==> src/sv/nmea_sentence_framer_top_defines.svh <==
// Assertion macros for the NMEA sentence framer.
`ifndef NMEA_SENTENCE_FRAMER_TOP_DEFINES_SVH
`define NMEA_SENTENCE_FRAMER_TOP_DEFINES_SVH

`ifndef SYNTHESIS
`define NSF_ASSERT_IMP(lbl, ante, cons, msg) \
	lbl: assert property (@(posedge clk) disable iff (!arst_n) (ante) |-> (cons)) else $error(msg);
`define NSF_ASSERT_NXT(lbl, ante, cons, msg) \
	lbl: assert property (@(posedge clk) disable iff (!arst_n) (ante) |=> (cons)) else $error(msg);
`else
`define NSF_ASSERT_IMP(lbl, ante, cons, msg)
`define NSF_ASSERT_NXT(lbl, ante, cons, msg)
`endif

`endif

==> src/sv/nsf_pkg.sv <==
// Shared types and constants of the NMEA sentence framer.
package nsf_pkg;

	localparam int unsigned MAX_SENTENCE_BYTES = 128;
	localparam logic [7:0] MAX_BYTES_B = 8'(MAX_SENTENCE_BYTES);

	localparam int unsigned FIFO_DEPTH = 4;
	localparam int unsigned FIFO_AW = $clog2(FIFO_DEPTH);

	localparam logic [7:0] CH_DOLLAR = 8'h24;
	localparam logic [7:0] CH_STAR = 8'h2A;
	localparam logic [7:0] CH_COMMA = 8'h2C;

	localparam logic [7:0] GGA_MIN_COMMAS = 8'd14;
	localparam logic [7:0] RMC_MIN_COMMAS = 8'd11;
	localparam logic [7:0] GST_COMMAS = 8'd8;
	localparam logic [7:0] GSA_MIN_COMMAS = 8'd17;
	localparam logic [7:0] VTG_MIN_COMMAS = 8'd8;

	typedef enum logic [2:0] {
		PH_IDLE,
		PH_BODY,
		PH_HI,
		PH_LO,
		PH_TAIL_A,
		PH_TAIL_B
	} nsf_phase_t;

	typedef enum logic [1:0] {
		ST_GOOD,
		ST_BAD,
		ST_LONG
	} nsf_status_t;

	typedef enum logic [2:0] {
		TY_GGA,
		TY_RMC,
		TY_GST,
		TY_GSA,
		TY_VTG,
		TY_PSTM,
		TY_UNKNOWN
	} nsf_type_t;

	typedef struct packed {
		nsf_status_t status;
		logic [7:0] computed_sum;
		logic [7:0] received_sum;
		logic [7:0] comma_total;
		logic [7:0] sentence_bytes;
		logic [47:0] header;
	} nsf_rec_t;

endpackage

==> src/sv/nsf_if.sv <==
// Handshake channels of the NMEA sentence framer.
interface nsf_byte_if;
	logic valid;
	logic ready;
	logic [7:0] data_byte;
	modport source(output valid, output data_byte, input ready);
	modport sink(input valid, input data_byte, output ready);
endinterface

interface nsf_res_if;
	logic valid;
	logic ready;
	logic [1:0] status;
	logic [2:0] sentence_type;
	logic [7:0] computed_sum;
	logic [7:0] received_sum;
	logic [7:0] comma_total;
	logic [7:0] sentence_bytes;
	modport source(output valid, output status, output sentence_type, output computed_sum,
		output received_sum, output comma_total, output sentence_bytes, input ready);
	modport sink(input valid, input status, input sentence_type, input computed_sum,
		input received_sum, input comma_total, input sentence_bytes, output ready);
endinterface

==> src/sv/nsf_front.sv <==
// Byte framer: tracks the sentence, XOR sum, commas and header, emits records.
module nsf_front import nsf_pkg::*; (
	input  logic clk,
	input  logic arst_n,
	nsf_byte_if.sink chars,
	input  logic q_full,
	output logic push,
	output nsf_rec_t rec
);

	nsf_phase_t phase_q, phase_n;
	logic [7:0] xor_q, xor_n;
	logic [7:0] count_q, count_n;
	logic [7:0] commas_q, commas_n;
	logic [47:0] header_q, header_n;
	logic [7:0] accum_q, accum_n;
	logic err_q, err_n;
	logic [7:0] b;
	logic acc;
	logic [4:0] hex;
	logic ok;

	function automatic logic [4:0] hex_decode(input logic [7:0] c);
		logic [4:0] r;
		r = 5'h10;
		if (c >= 8'h30 && c <= 8'h39)
			r = {1'b0, 4'(c - 8'h30)};
		else if (c >= 8'h41 && c <= 8'h46)
			r = {1'b0, 4'(c - 8'h37)};
		else if (c >= 8'h61 && c <= 8'h66)
			r = {1'b0, 4'(c - 8'h57)};
		return r;
	endfunction

	assign b = chars.data_byte;
	assign chars.ready = !q_full;
	assign acc = chars.valid && chars.ready;
	assign hex = hex_decode(b);

	always_comb begin
		phase_n = phase_q;
		xor_n = xor_q;
		count_n = count_q;
		commas_n = commas_q;
		header_n = header_q;
		accum_n = accum_q;
		err_n = err_q;
		push = 1'b0;
		ok = 1'b0;
		rec = '{status: ST_BAD, computed_sum: xor_q, received_sum: accum_q,
			comma_total: commas_q, sentence_bytes: count_q, header: header_q};
		if (acc) begin
			if (b == CH_DOLLAR) begin
				phase_n = PH_BODY;
				xor_n = '0;
				count_n = 8'd1;
				commas_n = '0;
				header_n = '0;
				accum_n = '0;
				err_n = 1'b0;
			end else if (phase_q != PH_IDLE) begin
				if (count_q >= MAX_BYTES_B) begin
					push = 1'b1;
					rec.status = ST_LONG;
					rec.received_sum = '0;
					rec.sentence_bytes = MAX_BYTES_B;
					phase_n = PH_IDLE;
					xor_n = '0;
					count_n = '0;
					commas_n = '0;
					header_n = '0;
					accum_n = '0;
					err_n = 1'b0;
				end else begin
					count_n = count_q + 8'd1;
					for (int i = 0; i < 6; i++) begin
						if (count_q == 8'(i + 1))
							header_n[i*8 +: 8] = b;
					end
					if (b == CH_COMMA)
						commas_n = commas_q + 8'd1;
					unique case (phase_q)
						PH_BODY: begin
							if (b == CH_STAR)
								phase_n = PH_HI;
							else
								xor_n = xor_q ^ b;
						end
						PH_HI: begin
							accum_n = {hex[3:0], 4'h0};
							err_n = err_q | hex[4];
							phase_n = PH_LO;
						end
						PH_LO: begin
							accum_n = {accum_q[7:4], hex[3:0]};
							err_n = err_q | hex[4];
							phase_n = PH_TAIL_A;
						end
						PH_TAIL_A: begin
							phase_n = PH_TAIL_B;
						end
						PH_TAIL_B: begin
							ok = !err_q && (accum_q == xor_q);
							push = 1'b1;
							rec.status = ok ? ST_GOOD : ST_BAD;
							rec.comma_total = commas_n;
							rec.sentence_bytes = count_n;
							rec.header = header_n;
							phase_n = PH_IDLE;
							xor_n = '0;
							count_n = '0;
							commas_n = '0;
							header_n = '0;
							accum_n = '0;
							err_n = 1'b0;
						end
						default: begin
							phase_n = PH_IDLE;
						end
					endcase
				end
			end
		end
	end

	always_ff @(posedge clk or negedge arst_n) begin
		if (!arst_n) begin
			phase_q <= PH_IDLE;
			xor_q <= '0;
			count_q <= '0;
			commas_q <= '0;
			header_q <= '0;
			accum_q <= '0;
			err_q <= 1'b0;
		end else begin
			phase_q <= phase_n;
			xor_q <= xor_n;
			count_q <= count_n;
			commas_q <= commas_n;
			header_q <= header_n;
			accum_q <= accum_n;
			err_q <= err_n;
		end
	end

endmodule

==> src/sv/nsf_fifo.sv <==
// Short record queue between the framer and the reporting stage.
module nsf_fifo import nsf_pkg::*; (
	input  logic clk,
	input  logic arst_n,
	input  logic push,
	input  nsf_rec_t wdata,
	output logic full,
	input  logic pop,
	output nsf_rec_t rdata,
	output logic empty
);

	nsf_rec_t mem_q [FIFO_DEPTH];
	logic [FIFO_AW-1:0] wr_q, rd_q;
	logic [FIFO_AW:0] cnt_q;

	function automatic logic [FIFO_AW-1:0] bump(input logic [FIFO_AW-1:0] p);
		return (p == FIFO_AW'(FIFO_DEPTH - 1)) ? '0 : p + FIFO_AW'(1);
	endfunction

	assign full = (cnt_q == (FIFO_AW+1)'(FIFO_DEPTH));
	assign empty = (cnt_q == '0);
	assign rdata = mem_q[rd_q];

	always_ff @(posedge clk) begin
		if (push)
			mem_q[wr_q] <= wdata;
	end

	always_ff @(posedge clk or negedge arst_n) begin
		if (!arst_n) begin
			wr_q <= '0;
			rd_q <= '0;
			cnt_q <= '0;
		end else begin
			if (push)
				wr_q <= bump(wr_q);
			if (pop)
				rd_q <= bump(rd_q);
			if (push && !pop)
				cnt_q <= cnt_q + (FIFO_AW+1)'(1);
			else if (pop && !push)
				cnt_q <= cnt_q - (FIFO_AW+1)'(1);
		end
	end

endmodule

==> src/sv/nsf_back.sv <==
// Reporting stage: sentence type lookup and registered result output.
module nsf_back import nsf_pkg::*; (
	input  logic clk,
	input  logic arst_n,
	input  logic q_empty,
	input  nsf_rec_t head,
	output logic pop,
	nsf_res_if.source results
);

	logic vld_q;
	nsf_status_t status_q;
	nsf_type_t type_q;
	logic [7:0] csum_q, rsum_q, commas_q, nbytes_q;
	nsf_type_t ty;

	function automatic logic tag_is(input logic [47:0] h, input logic [7:0] a,
		input logic [7:0] b, input logic [7:0] c);
		return h[23:16] == a && h[31:24] == b && h[39:32] == c && h[47:40] == CH_COMMA;
	endfunction

	always_comb begin
		logic [7:0] c;
		c = head.comma_total;
		priority if (tag_is(head.header, "G", "G", "A") && c >= GGA_MIN_COMMAS)
			ty = TY_GGA;
		else if (tag_is(head.header, "R", "M", "C") && c >= RMC_MIN_COMMAS)
			ty = TY_RMC;
		else if (tag_is(head.header, "G", "S", "T") && c == GST_COMMAS)
			ty = TY_GST;
		else if (tag_is(head.header, "G", "S", "A") && c >= GSA_MIN_COMMAS)
			ty = TY_GSA;
		else if (tag_is(head.header, "V", "T", "G") && c >= VTG_MIN_COMMAS)
			ty = TY_VTG;
		else if (head.header[7:0] == "P" && head.header[15:8] == "S"
			&& head.header[23:16] == "T" && head.header[31:24] == "M"
			&& head.header[39:32] == CH_COMMA)
			ty = TY_PSTM;
		else
			ty = TY_UNKNOWN;
	end

	assign pop = !q_empty && (!vld_q || results.ready);

	always_ff @(posedge clk or negedge arst_n) begin
		if (!arst_n) begin
			vld_q <= 1'b0;
		end else if (pop) begin
			vld_q <= 1'b1;
		end else if (results.ready) begin
			vld_q <= 1'b0;
		end
	end

	always_ff @(posedge clk) begin
		if (pop) begin
			status_q <= head.status;
			type_q <= (head.status == ST_GOOD) ? ty : TY_UNKNOWN;
			csum_q <= head.computed_sum;
			rsum_q <= head.received_sum;
			commas_q <= head.comma_total;
			nbytes_q <= head.sentence_bytes;
		end
	end

	assign results.valid = vld_q;
	assign results.status = status_q;
	assign results.sentence_type = type_q;
	assign results.computed_sum = csum_q;
	assign results.received_sum = rsum_q;
	assign results.comma_total = commas_q;
	assign results.sentence_bytes = nbytes_q;

endmodule

==> src/sv/nmea_sentence_framer_top.sv <==
// NMEA 0183 sentence framer top level.
// Takes one character per cycle and reports one result per sentence: checksum
// good/bad or too long, both sums, comma and byte counts and the sentence type.
// A result is written into the result queue when its last tail byte is taken
// and goes valid from the result register once it is popped. The framer runs at
// one byte per cycle; input stalls only when the four-entry result queue is
// full, which happens only if the result side holds ready low long enough.
`include "nmea_sentence_framer_top_defines.svh"
module nmea_sentence_framer_top import nsf_pkg::*; (
	input  logic clk,
	input  logic arst_n,
	nsf_byte_if.sink chars,
	nsf_res_if.source results
);

	logic push, pop, q_full, q_empty;
	nsf_rec_t wrec, head;

	nsf_front u_front (
		.clk(clk),
		.arst_n(arst_n),
		.chars(chars),
		.q_full(q_full),
		.push(push),
		.rec(wrec)
	);

	nsf_fifo u_fifo (
		.clk(clk),
		.arst_n(arst_n),
		.push(push),
		.wdata(wrec),
		.full(q_full),
		.pop(pop),
		.rdata(head),
		.empty(q_empty)
	);

	nsf_back u_back (
		.clk(clk),
		.arst_n(arst_n),
		.q_empty(q_empty),
		.head(head),
		.pop(pop),
		.results(results)
	);

	`NSF_ASSERT_IMP(a_no_overflow, push, !q_full, "record pushed into full queue")
	`NSF_ASSERT_IMP(a_type_unknown,
		results.valid && results.status != ST_GOOD,
		results.sentence_type == TY_UNKNOWN, "type set on failed sentence")
	`NSF_ASSERT_IMP(a_good_sums,
		results.valid && results.status == ST_GOOD,
		results.computed_sum == results.received_sum, "good status with differing sums")
	`NSF_ASSERT_NXT(a_pop_shows, pop, results.valid, "popped record not presented")

endmodule
==> src/flat_wrapper.sv <==
// flat-port wrapper written by rule: the top's interface ports become plain ports
module nmea_sentence_framer_top_flat import nsf_pkg::*;
  (clk, arst_n, chars_valid, chars_data_byte, chars_ready, results_valid, results_status, results_sentence_type, results_computed_sum, results_received_sum, results_comma_total, results_sentence_bytes, results_ready);
  nsf_byte_if chars_i ();
  nsf_res_if results_i ();
  input  logic clk;
  input  logic arst_n;
  input wire logic [$bits(chars_i.valid)-1:0] chars_valid;
  input wire logic [$bits(chars_i.data_byte)-1:0] chars_data_byte;
  output wire logic [$bits(chars_i.ready)-1:0] chars_ready;
  output wire logic [$bits(results_i.valid)-1:0] results_valid;
  output wire logic [$bits(results_i.status)-1:0] results_status;
  output wire logic [$bits(results_i.sentence_type)-1:0] results_sentence_type;
  output wire logic [$bits(results_i.computed_sum)-1:0] results_computed_sum;
  output wire logic [$bits(results_i.received_sum)-1:0] results_received_sum;
  output wire logic [$bits(results_i.comma_total)-1:0] results_comma_total;
  output wire logic [$bits(results_i.sentence_bytes)-1:0] results_sentence_bytes;
  input wire logic [$bits(results_i.ready)-1:0] results_ready;
  assign chars_i.valid = chars_valid;
  assign chars_i.data_byte = chars_data_byte;
  assign chars_ready = chars_i.ready;
  assign results_valid = results_i.valid;
  assign results_status = results_i.status;
  assign results_sentence_type = results_i.sentence_type;
  assign results_computed_sum = results_i.computed_sum;
  assign results_received_sum = results_i.received_sum;
  assign results_comma_total = results_i.comma_total;
  assign results_sentence_bytes = results_i.sentence_bytes;
  assign results_i.ready = results_ready;
  nmea_sentence_framer_top u_core (.clk(clk), .arst_n(arst_n), .chars(chars_i), .results(results_i));
endmodule
==> config.mk <==
export PLATFORM = sky130hd
export DESIGN_NAME = nmea_sentence_framer_top_flat
export DESIGN_NICKNAME = d
export VERILOG_FILES = /design/src/sv/nsf_pkg.sv /design/src/sv/nsf_if.sv /design/src/sv/nsf_front.sv /design/src/sv/nsf_fifo.sv /design/src/sv/nsf_back.sv /design/src/sv/nmea_sentence_framer_top.sv /design/src/flat_wrapper.sv
export VERILOG_INCLUDE_DIRS = /design/src /design/src/sv
export SDC_FILE = /design/constraint.sdc
export NUM_CORES = 1
export LEC_CHECK = 0
export BUFFER_PORTS_ARGS = -buffer_cell sky130_fd_sc_hd__buf_2
export CORE_MARGIN = 2
export CORE_UTILIZATION = 32
export DETAILED_ROUTE_END_ITERATION = 8
export GPL_TIMING_DRIVEN = 0
export MAX_ROUTING_LAYER = met4
export PLACE_DENSITY = 0.56
export RECOVER_POWER = 100
export SYNTH_ARGS = -nofsm -noshare
export SYNTH_HDL_FRONTEND = slang
export SYNTH_SLANG_ARGS = --single-unit
==> constraint.sdc <==
create_clock -name clk -period 4.2 [get_ports clk]
set_input_delay 0.84 -clock clk [delete_from_list [all_inputs] [get_ports clk]]
set_output_delay 0.84 -clock clk [all_outputs]
set_load 0.03 [all_outputs]
==> results of run 1 <==
worst max path at each step:
stage	startpoint	end	slack (ps)
floorplan	results_ready	u_core.u_fifo.cnt_q[1]	90
global placement	chars_data_byte[1]	u_core.u_fifo.mem_q[2][36]	-1470
detailed placement	chars_data_byte[1]	u_core.u_fifo.cnt_q[2]	-720
CTS	u_core.u_fifo.rd_q[1]	u_core.u_back.results.sentence_type[0]	40
global route	chars_data_byte[1]	u_core.u_fifo.mem_q[3][33]	5
finish	u_core.u_fifo.rd_q[0]	u_core.u_back.results.sentence_type[1]	170
cell usage in the layout (no fill, tap or decap), types with 9 or more instances in the layout:
cell type / instances
ha_1: 16
mux2_1: 40
nand4_1: 9
edfxtp_1: 365
clkinv_1: 12
inv_1: 15
nand2_1: 86
buf_2: 10
mux4_2: 51
nor2_1: 43
clkbuf_1: 87
clkbuf_16: 49
nor4_1: 12
o21ai_0: 51
a22o_1: 54
o31ai_1: 11
xor2_1: 18
xnor2_1: 11
a21oi_1: 9
dfrtp_1: 92
nand3_1: 12
nor3_1: 10
and2_0: 10
and3_1: 14
worst register-to-register path: cells and delay by family, from the launching register on:
family | cells | cell delay, ps
compound gates | 3 | 1150
simple gates | 3 | 740
buf+inv | 3 | 1360
flops | 1 | 520
per-layer routing:
layer,wire (µm),track usage (%)
met1,18500,19.0
met2,18300,21.0
met3,1770,2.66
met4,699,3.50
met5,0,-
cell families (layout without fill, tap and decap cells):
kind of cell | Yosys count | in the layout
buf+inv | 58 | 197
fa+ha+maj | 17 | 17
simple gates | 268 | 268
compound gates | 148 | 148
mux | 98 | 98
flops | 457 | 457
other cells | 0 | 1
xor+xnor | 29 | 29
timing repair:
action | CTS | global route
endpoints found under the setup margin | 10 | 4
hold endpoints to repair | 0 | 0
gates resized for setup | 0 | 4
gates cloned | 0 | 0
cell usage after synthesis (3+ instances only):
master,n
edfxtp_1,365
dfrtp_1,92
nand2_1,86
a22o_1,54
mux4_2,51
o21ai_0,47
mux2_2,43
nor2_1,43
clkbuf_1,30
and3_1,18
xor2_1,18
ha_1,16
and2_1,14
inv_1,14
nand3_1,12
nor4_1,12
nor3_1,11
o31ai_1,11
xnor2_1,11
a21oi_1,9
nand4_1,9
a31oi_1,7
nor4b_1,7
buf_1,6
nand2b_1,6
nand3b_1,6
nor2b_1,6
nor4bb_1,5
or4b_2,5
o21ai_1,4
or3_1,4
a21o_1,3
buf_2,3
nor3b_1,3
o22ai_1,3
or2_2,3
registers in the layout, indices dropped and copies added, names as in the netlist:
register / flops
u_core.u_front.xor_q: 8
u_core.u_back.results.sentence_type: 3
u_core.u_front.accum_q: 8
u_core.u_fifo.cnt_q: 3
u_core.u_front.phase_q: 3
u_core.u_fifo.mem_q: 328
u_core.u_back.results.status: 2
u_core.u_fifo.wr_q: 2
u_core.u_front.header_q: 48
u_core.u_back.results.valid: 1
u_core.u_back.results.sentence_bytes: 8
u_core.u_back.results.received_sum: 8
u_core.u_front.err_q: 1
u_core.u_back.results.comma_total: 8
u_core.u_fifo.rd_q: 2
u_core.u_front.count_q: 8
u_core.u_front.commas_q: 8
u_core.u_back.results.computed_sum: 8
power breakdown:
part,internal (mW),total (mW),switching [mW]
Combinational,1.12,3.18,2.06
Sequential,5.69,6.00,0.309
Clock,2.44,4.12,1.68
stage by stage:
stage,util (%),setup WS (ps),hold WS (ps),cells
2_1_floorplan,-,93.4,457,1075
3_3_place_gp,34.4,-1470,476,1878
3_5_place_dp,34.7,-717,476,1884
4_1_cts,37.4,39.0,244,1970
5_1_grt,37.1,5.37,457,1971
6_report,37.1,170,463,1971
final cells by class:
class / instances / share of cell area (%)
inverter: 15 / 0.270
tap: 756 / 4.53
timing repair buffer: 53 / 1.24
clock inverter: 23 / 1.09
sequential: 457 / 63.5
buffer: 42 / 0.880
clock buffer: 64 / 6.14
antenna: 1 / 0.0120
multi-input combinational: 560 / 22.4
==> out/metrics.yaml, run 1 <==
yosys:
  synth_cell_types: 63
  yosys-top-cells-area: "edfxtp_1 60%, dfrtp_1 13%, mux4_2 6.3%, mux2_2 2.7%, a22o_1 2.6%"
  synth_mux_area_share_pct: 9.39
  yosysTopAreaCell: "edfxtp_1"
  synthAdderAreaFrac_pct: 1.21
  syn_inst: 1075
  synth_seq_cells: 457
  synthArstFlopShare_pct: 20.1
  synth_edf_count: 365
  synth-xor-area-share_pct: 1.40
  synth.avg_cell_area_um2: 16.9
  synth_top_family_by_area: "multiplexers"
  ys.flop_type: "edfxtp_1"
  seq_area_frac_synth_pct: 73.0
  yosysWarnings: 0
  synth_compound_area_share_pct: 5.72
  syn_nets: 1104
  synth_top_area_share_pct: 60.3
  synthSimpleGateAreaFrac_pct: 7.94
  syn_area_um2: 18200
cells_and_area:
  multi_input_area_um2: 4670
  fin_area_um2: 20900
  seq_area_um2: 13300
  synthToLayoutAreaGrowth_pct: 15.0
  layout.nets: 1205
  nFillCells: 5253
  drive_above_1_share_pct: 12.8
clock_network:
  clock_latency_ps: 570
  cts_max_level: 2
  postCtsSetupRepairBufs: 0
  clock-sinks: 457
  cts_root_buf: "clkbuf_16"
  cts_tree: "done"
  cts_hold_buf: 0
  clk_pin_slew_ps: 60
  numCtsBuffers: 47
  clockBufferDepth: 3
setup_path:
  cp.arrival_ps: 4350
  worst-path-stages: 9
  rr_worst_depth: 9
  reg2reg_to: "u_core.u_back.results.sentence_type[1]"
  slowest_stage: "clkbuf_1"
  cpMostUsedCell: "a311oi_1"
  path_delay_family: "buffers and inverters"
  cpPeakStageDelay_ps: 700
  regToRegSetupSlack_ps: 170
  r2r_start: "u_core.u_fifo.rd_q[0]"
  worstPathMaxFanout: 10
  critPathRequiredTime_ps: 4520
  crit_chain: "buf_2, buf_4, clkbuf_1, a311oi_1, a311oi_1, nand4_1, nor4_1, nor2_1, a311o_1"
  end_kind: "flip-flop"
  cp.buffers_inverters: 3
  worstSetupStartpointType: "flip-flop"
  critPathKind: "flip-flop to flip-flop"
timing:
  setup_viol: 0
  rsz0062_at_grt: "false"
  min_period_over_period_pct: 96.0
  worstMarginPinSlew_ps: 2050
  period_minus_slack_ps: 4030
  relSlewSlack_pct: -36.8
  finalMaxSlewViolations: 138
  skew_ps: 15.9
  hold_viol: 0
  fmax_mhz: 248
  tns_ps: 0
floorplanning:
  die_w_um: 242
  start_util_pct: 32.3
  ios: 51
  dieArea_um2: 58700
  die_h_um: 242
  fp.coreArea_um2: 56300
  fp-row-count: 87
min_path:
  min_to: "u_core.u_back.results.valid"
  min_path_cells: 2
  hold_class: "primary input to flip-flop"
  holdCritStartpoint: "results_ready"
placement:
  gp_congestion: 0.806
  hpwlAfterDp_mm: 25.5
  post_dp_cell_area_um2: 19500
  io_buffers: 47
power:
  p_per_area_nw_per_um2: 636
  p_leak_nw: 7.37
  totalPowerFinal_mw: 13.3
  vdd_drop_max_mv: 0.323
detailed_routing:
  drtIter0Drc: 873
  antenna_left: 0
  wl_per_cell_um: 20.0
  drc: 0
  post_drt_via_cell_ratio: 4.95
  firstDrtPassIters: 5
  routed_wl_mm: 39.4
  routed-via-count: 9747
global_routing:
  grt_use_total_pct: 13.8
  grt_pass1_wl_mm: 60.1
  gr-total-overflow: 0
  grt_max_degree: 62
  antenna_found_initial: 2
  first_global_vias: 9851
run_status:
  status: "finished, violations left"
  violations: "capacitance limit, slew limit"
run:
  max-cap-violations: 4
(Power assumes the default switching activity.)
==> run 2: changes to the inputs <==
--- a/config.mk
+++ b/config.mk
@@ -12,7 +12,7 @@
 export DETAILED_ROUTE_END_ITERATION = 8
 export GPL_TIMING_DRIVEN = 0
 export MAX_ROUTING_LAYER = met4
-export PLACE_DENSITY = 0.56
+export PLACE_DENSITY = 0.46
 export RECOVER_POWER = 100
 export SYNTH_ARGS = -nofsm -noshare
 export SYNTH_HDL_FRONTEND = slang
==> out/metrics.yaml, run 2 (synthesized netlist as in run 1, its figures left out) <==
setup_path:
  critPathRequiredTime_ps: 4520  # about the same
  critPathKind: "flip-flop to flip-flop"  # unchanged
  cp.arrival_ps: 4320  # was 4350 ps
  crit_start: "u_core.u_fifo.rd_q[1]"  # was u_core.u_fifo.rd_q[0]
  regToRegSetupSlack_ps: 190  # was 170 ps
  worstSetupStartpointType: "flip-flop"  # unchanged
  r2r_start: "u_core.u_fifo.rd_q[1]"  # was u_core.u_fifo.rd_q[0]
  end_kind: "flip-flop"  # unchanged
  endpoint: "u_core.u_back.results.sentence_type[1]"  # unchanged
  worstPathMaxFanout: 10  # unchanged
  rr_worst_depth: 7  # was 9
  reg2reg_to: "u_core.u_back.results.sentence_type[1]"  # unchanged
power:
  p_per_area_nw_per_um2: 646  # was 636 nW/µm²
  p_leak_nw: 7.45  # was 7.37 nW
  vdd_drop_max_mv: 0.299  # was 0.323 mV
  totalPowerFinal_mw: 13.6  # was 13.3 mW
placement:
  post-place-ws_ps: -901  # was -717 ps
  post_dp_cell_area_um2: 19500  # unchanged
  gp_congestion: 0.791  # was 0.806
  io_buffers: 47  # unchanged
  hpwlAfterDp_mm: 27.1  # was 25.5 mm
  dp.cells: 1884  # unchanged
cells_and_area:
  final_common_cell: "edfxtp_1"  # unchanged
  final_cell_mix: "365 x edfxtp_1, 92 x dfrtp_1, 88 x clkbuf_1"  # was 365 x edfxtp_1, 92 x dfrtp_1, 87 x clkbuf_1
  largestRegisters: "u_core.u_fifo.mem_q: 328 flops, u_core.u_front.header_q: 48 flops"  # unchanged
  fin_cells: 1976  # was 1971
  nFillCells: 5267  # was 5253
  layout.nets: 1207  # was 1205
  multi_input_area_um2: 4690  # was 4670 µm²
  largest_register_ffs: 328  # unchanged
  seq_area_um2: 13300  # unchanged
  synthToLayoutAreaGrowth_pct: 16.1  # was 15.0%
  drive_above_1_share_pct: 13.5  # was 12.8%
  largest_register: "u_core.u_fifo.mem_q"  # unchanged
  fin_area_um2: 21100  # was 20900 µm²
  fin_util_pct: 37.5  # was 37.1%
timing:
  setup_viol: 0  # unchanged
  holdWs_ps: 460  # was 463 ps
  finalMaxSlewViolations: 138  # unchanged
  worstMarginPinSlew_ps: 1810  # was 2050 ps
  rsz0062_at_grt: "false"  # unchanged
  tns_ps: 0  # unchanged
  skew_ps: 15.2  # was 15.9 ps
  fmax_mhz: 250  # was 248 MHz
  period_minus_slack_ps: 4010  # was 4030 ps
  setup_slack_ps: 193  # was 170 ps
  min_period_over_period_pct: 95.4  # was 96.0%
  relSlewSlack_pct: -20.8  # was -36.8%
  hold_viol: 0  # unchanged
global_routing:
  grt_max_degree: 67  # was 62
  antenna_found_initial: 1  # was 2
  grt_use_total_pct: 14.7  # was 13.8%
  gr-total-overflow: 0  # unchanged
  grt_pass1_wl_mm: 63.7  # was 60.1 mm
  first_global_vias: 9909  # was 9851
detailed_routing:
  wl_per_cell_um: 21.1  # was 20.0 µm
  firstDrtPassIters: 4  # was 5
  routed_wl_mm: 41.6  # was 39.4 mm
  post_drt_via_cell_ratio: 4.88  # was 4.95
  antenna_left: 0  # unchanged
  drtIter0Drc: 608  # was 873
  drc: 0  # unchanged
  routed-via-count: 9639  # was 9747
clock_network:
  cts_tree: "done"  # unchanged
  clk_pin_slew_ps: 60  # about the same
  numCtsBuffers: 50  # was 47
  clock-sinks: 457  # unchanged
  cts_max_level: 2  # unchanged
  clockBufferDepth: 3  # unchanged
  cts_hold_buf: 0  # unchanged
  postCtsSetupRepairBufs: 0  # unchanged
  clock_latency_ps: 580  # was 570 ps
  cts_root_buf: "clkbuf_16"  # unchanged
floorplanning:
  die_w_um: 242  # unchanged
  die_h_um: 242  # unchanged
  fp-row-count: 87  # unchanged
  ios: 51  # unchanged
  start_util_pct: 32.3  # unchanged
  dieArea_um2: 58700  # unchanged
  fp.coreArea_um2: 56300  # unchanged
run:
  max-cap-violations: 4  # unchanged
run_status:
  status: "finished, violations left"  # unchanged
  violations: "capacitance limit, slew limit"  # unchanged
min_path:
  hold_class: "primary input to flip-flop"  # unchanged
==> run 2: changes by cell type in the layout (fill, tap and decap cells not counted), sizes merged <==
cell           change
clkinvlp           -1
bufinv             +1
clkdlybuf4s15      -1
buf                +1
clkbuf             +8
clkinv             -3
==> run 2: critical path, stage by stage, from the launching register on <==
cell and delay (ps):
dfrtp_1 410, buf_4 220, clkbuf_1 600, clkbuf_2 490, clkbuf_1 800, mux2i_1 400, or4_4 520, a311o_1 290
==> run 2: repair_timing <==
item	4_1_cts	5_1_grt
pin swaps	0	0
setup endpoints to repair	250	12
cloned	0	0
gates resized for setup	1	5
endpoints found under the hold margin	0	0
==> run 2: cell type report <==
type	instances	share of cell area, %
tap	756	4.49
inverter	15	0.267
sequential	457	62.9
timing repair buffer	53	1.36
clock buffer	73	6.74
antenna	1	0.0119
clock inverter	20	1.13
buffer	41	0.837
multi-input combinational	560	22.3
==> run 2: how the worst min path moves through the flow <==
| stage | startpoint | end | depth (start not counted) |
|---|---|---|---|
| after global routing | results_ready | u_core.u_back.results.valid | 2 |
| after floorplan | u_core.u_fifo.cnt_q[2] | u_core.u_fifo.cnt_q[2] | 1 |
| after global placement | u_core.u_fifo.cnt_q[2] | u_core.u_fifo.cnt_q[2] | 1 |
| after detailed placement | u_core.u_front.header_q[24] | u_core.u_front.header_q[24] | 1 |
| after CTS | arst_n | u_core.u_front.header_q[43] | 1 |
| final | results_ready | u_core.u_back.results.valid | 2 |
==> run 2: power by group <==
group          internal (mW)  switching, mW
clock network           2.70           1.72
registers               5.69          0.314
logic                   1.13           2.08
total                   9.52           4.11
==> run 2: layer usage <==
metal | GRT usage (%) | share of wire, % | vias up
li1 | - | - | 4440
met1 | 20.4 | 48 | 4990
met2 | 22.4 | 47 | 150
met3 | 2.35 | 3.4 | 59
met4 | 4.58 | 2.1 | 0
met5 | - | 0 | -
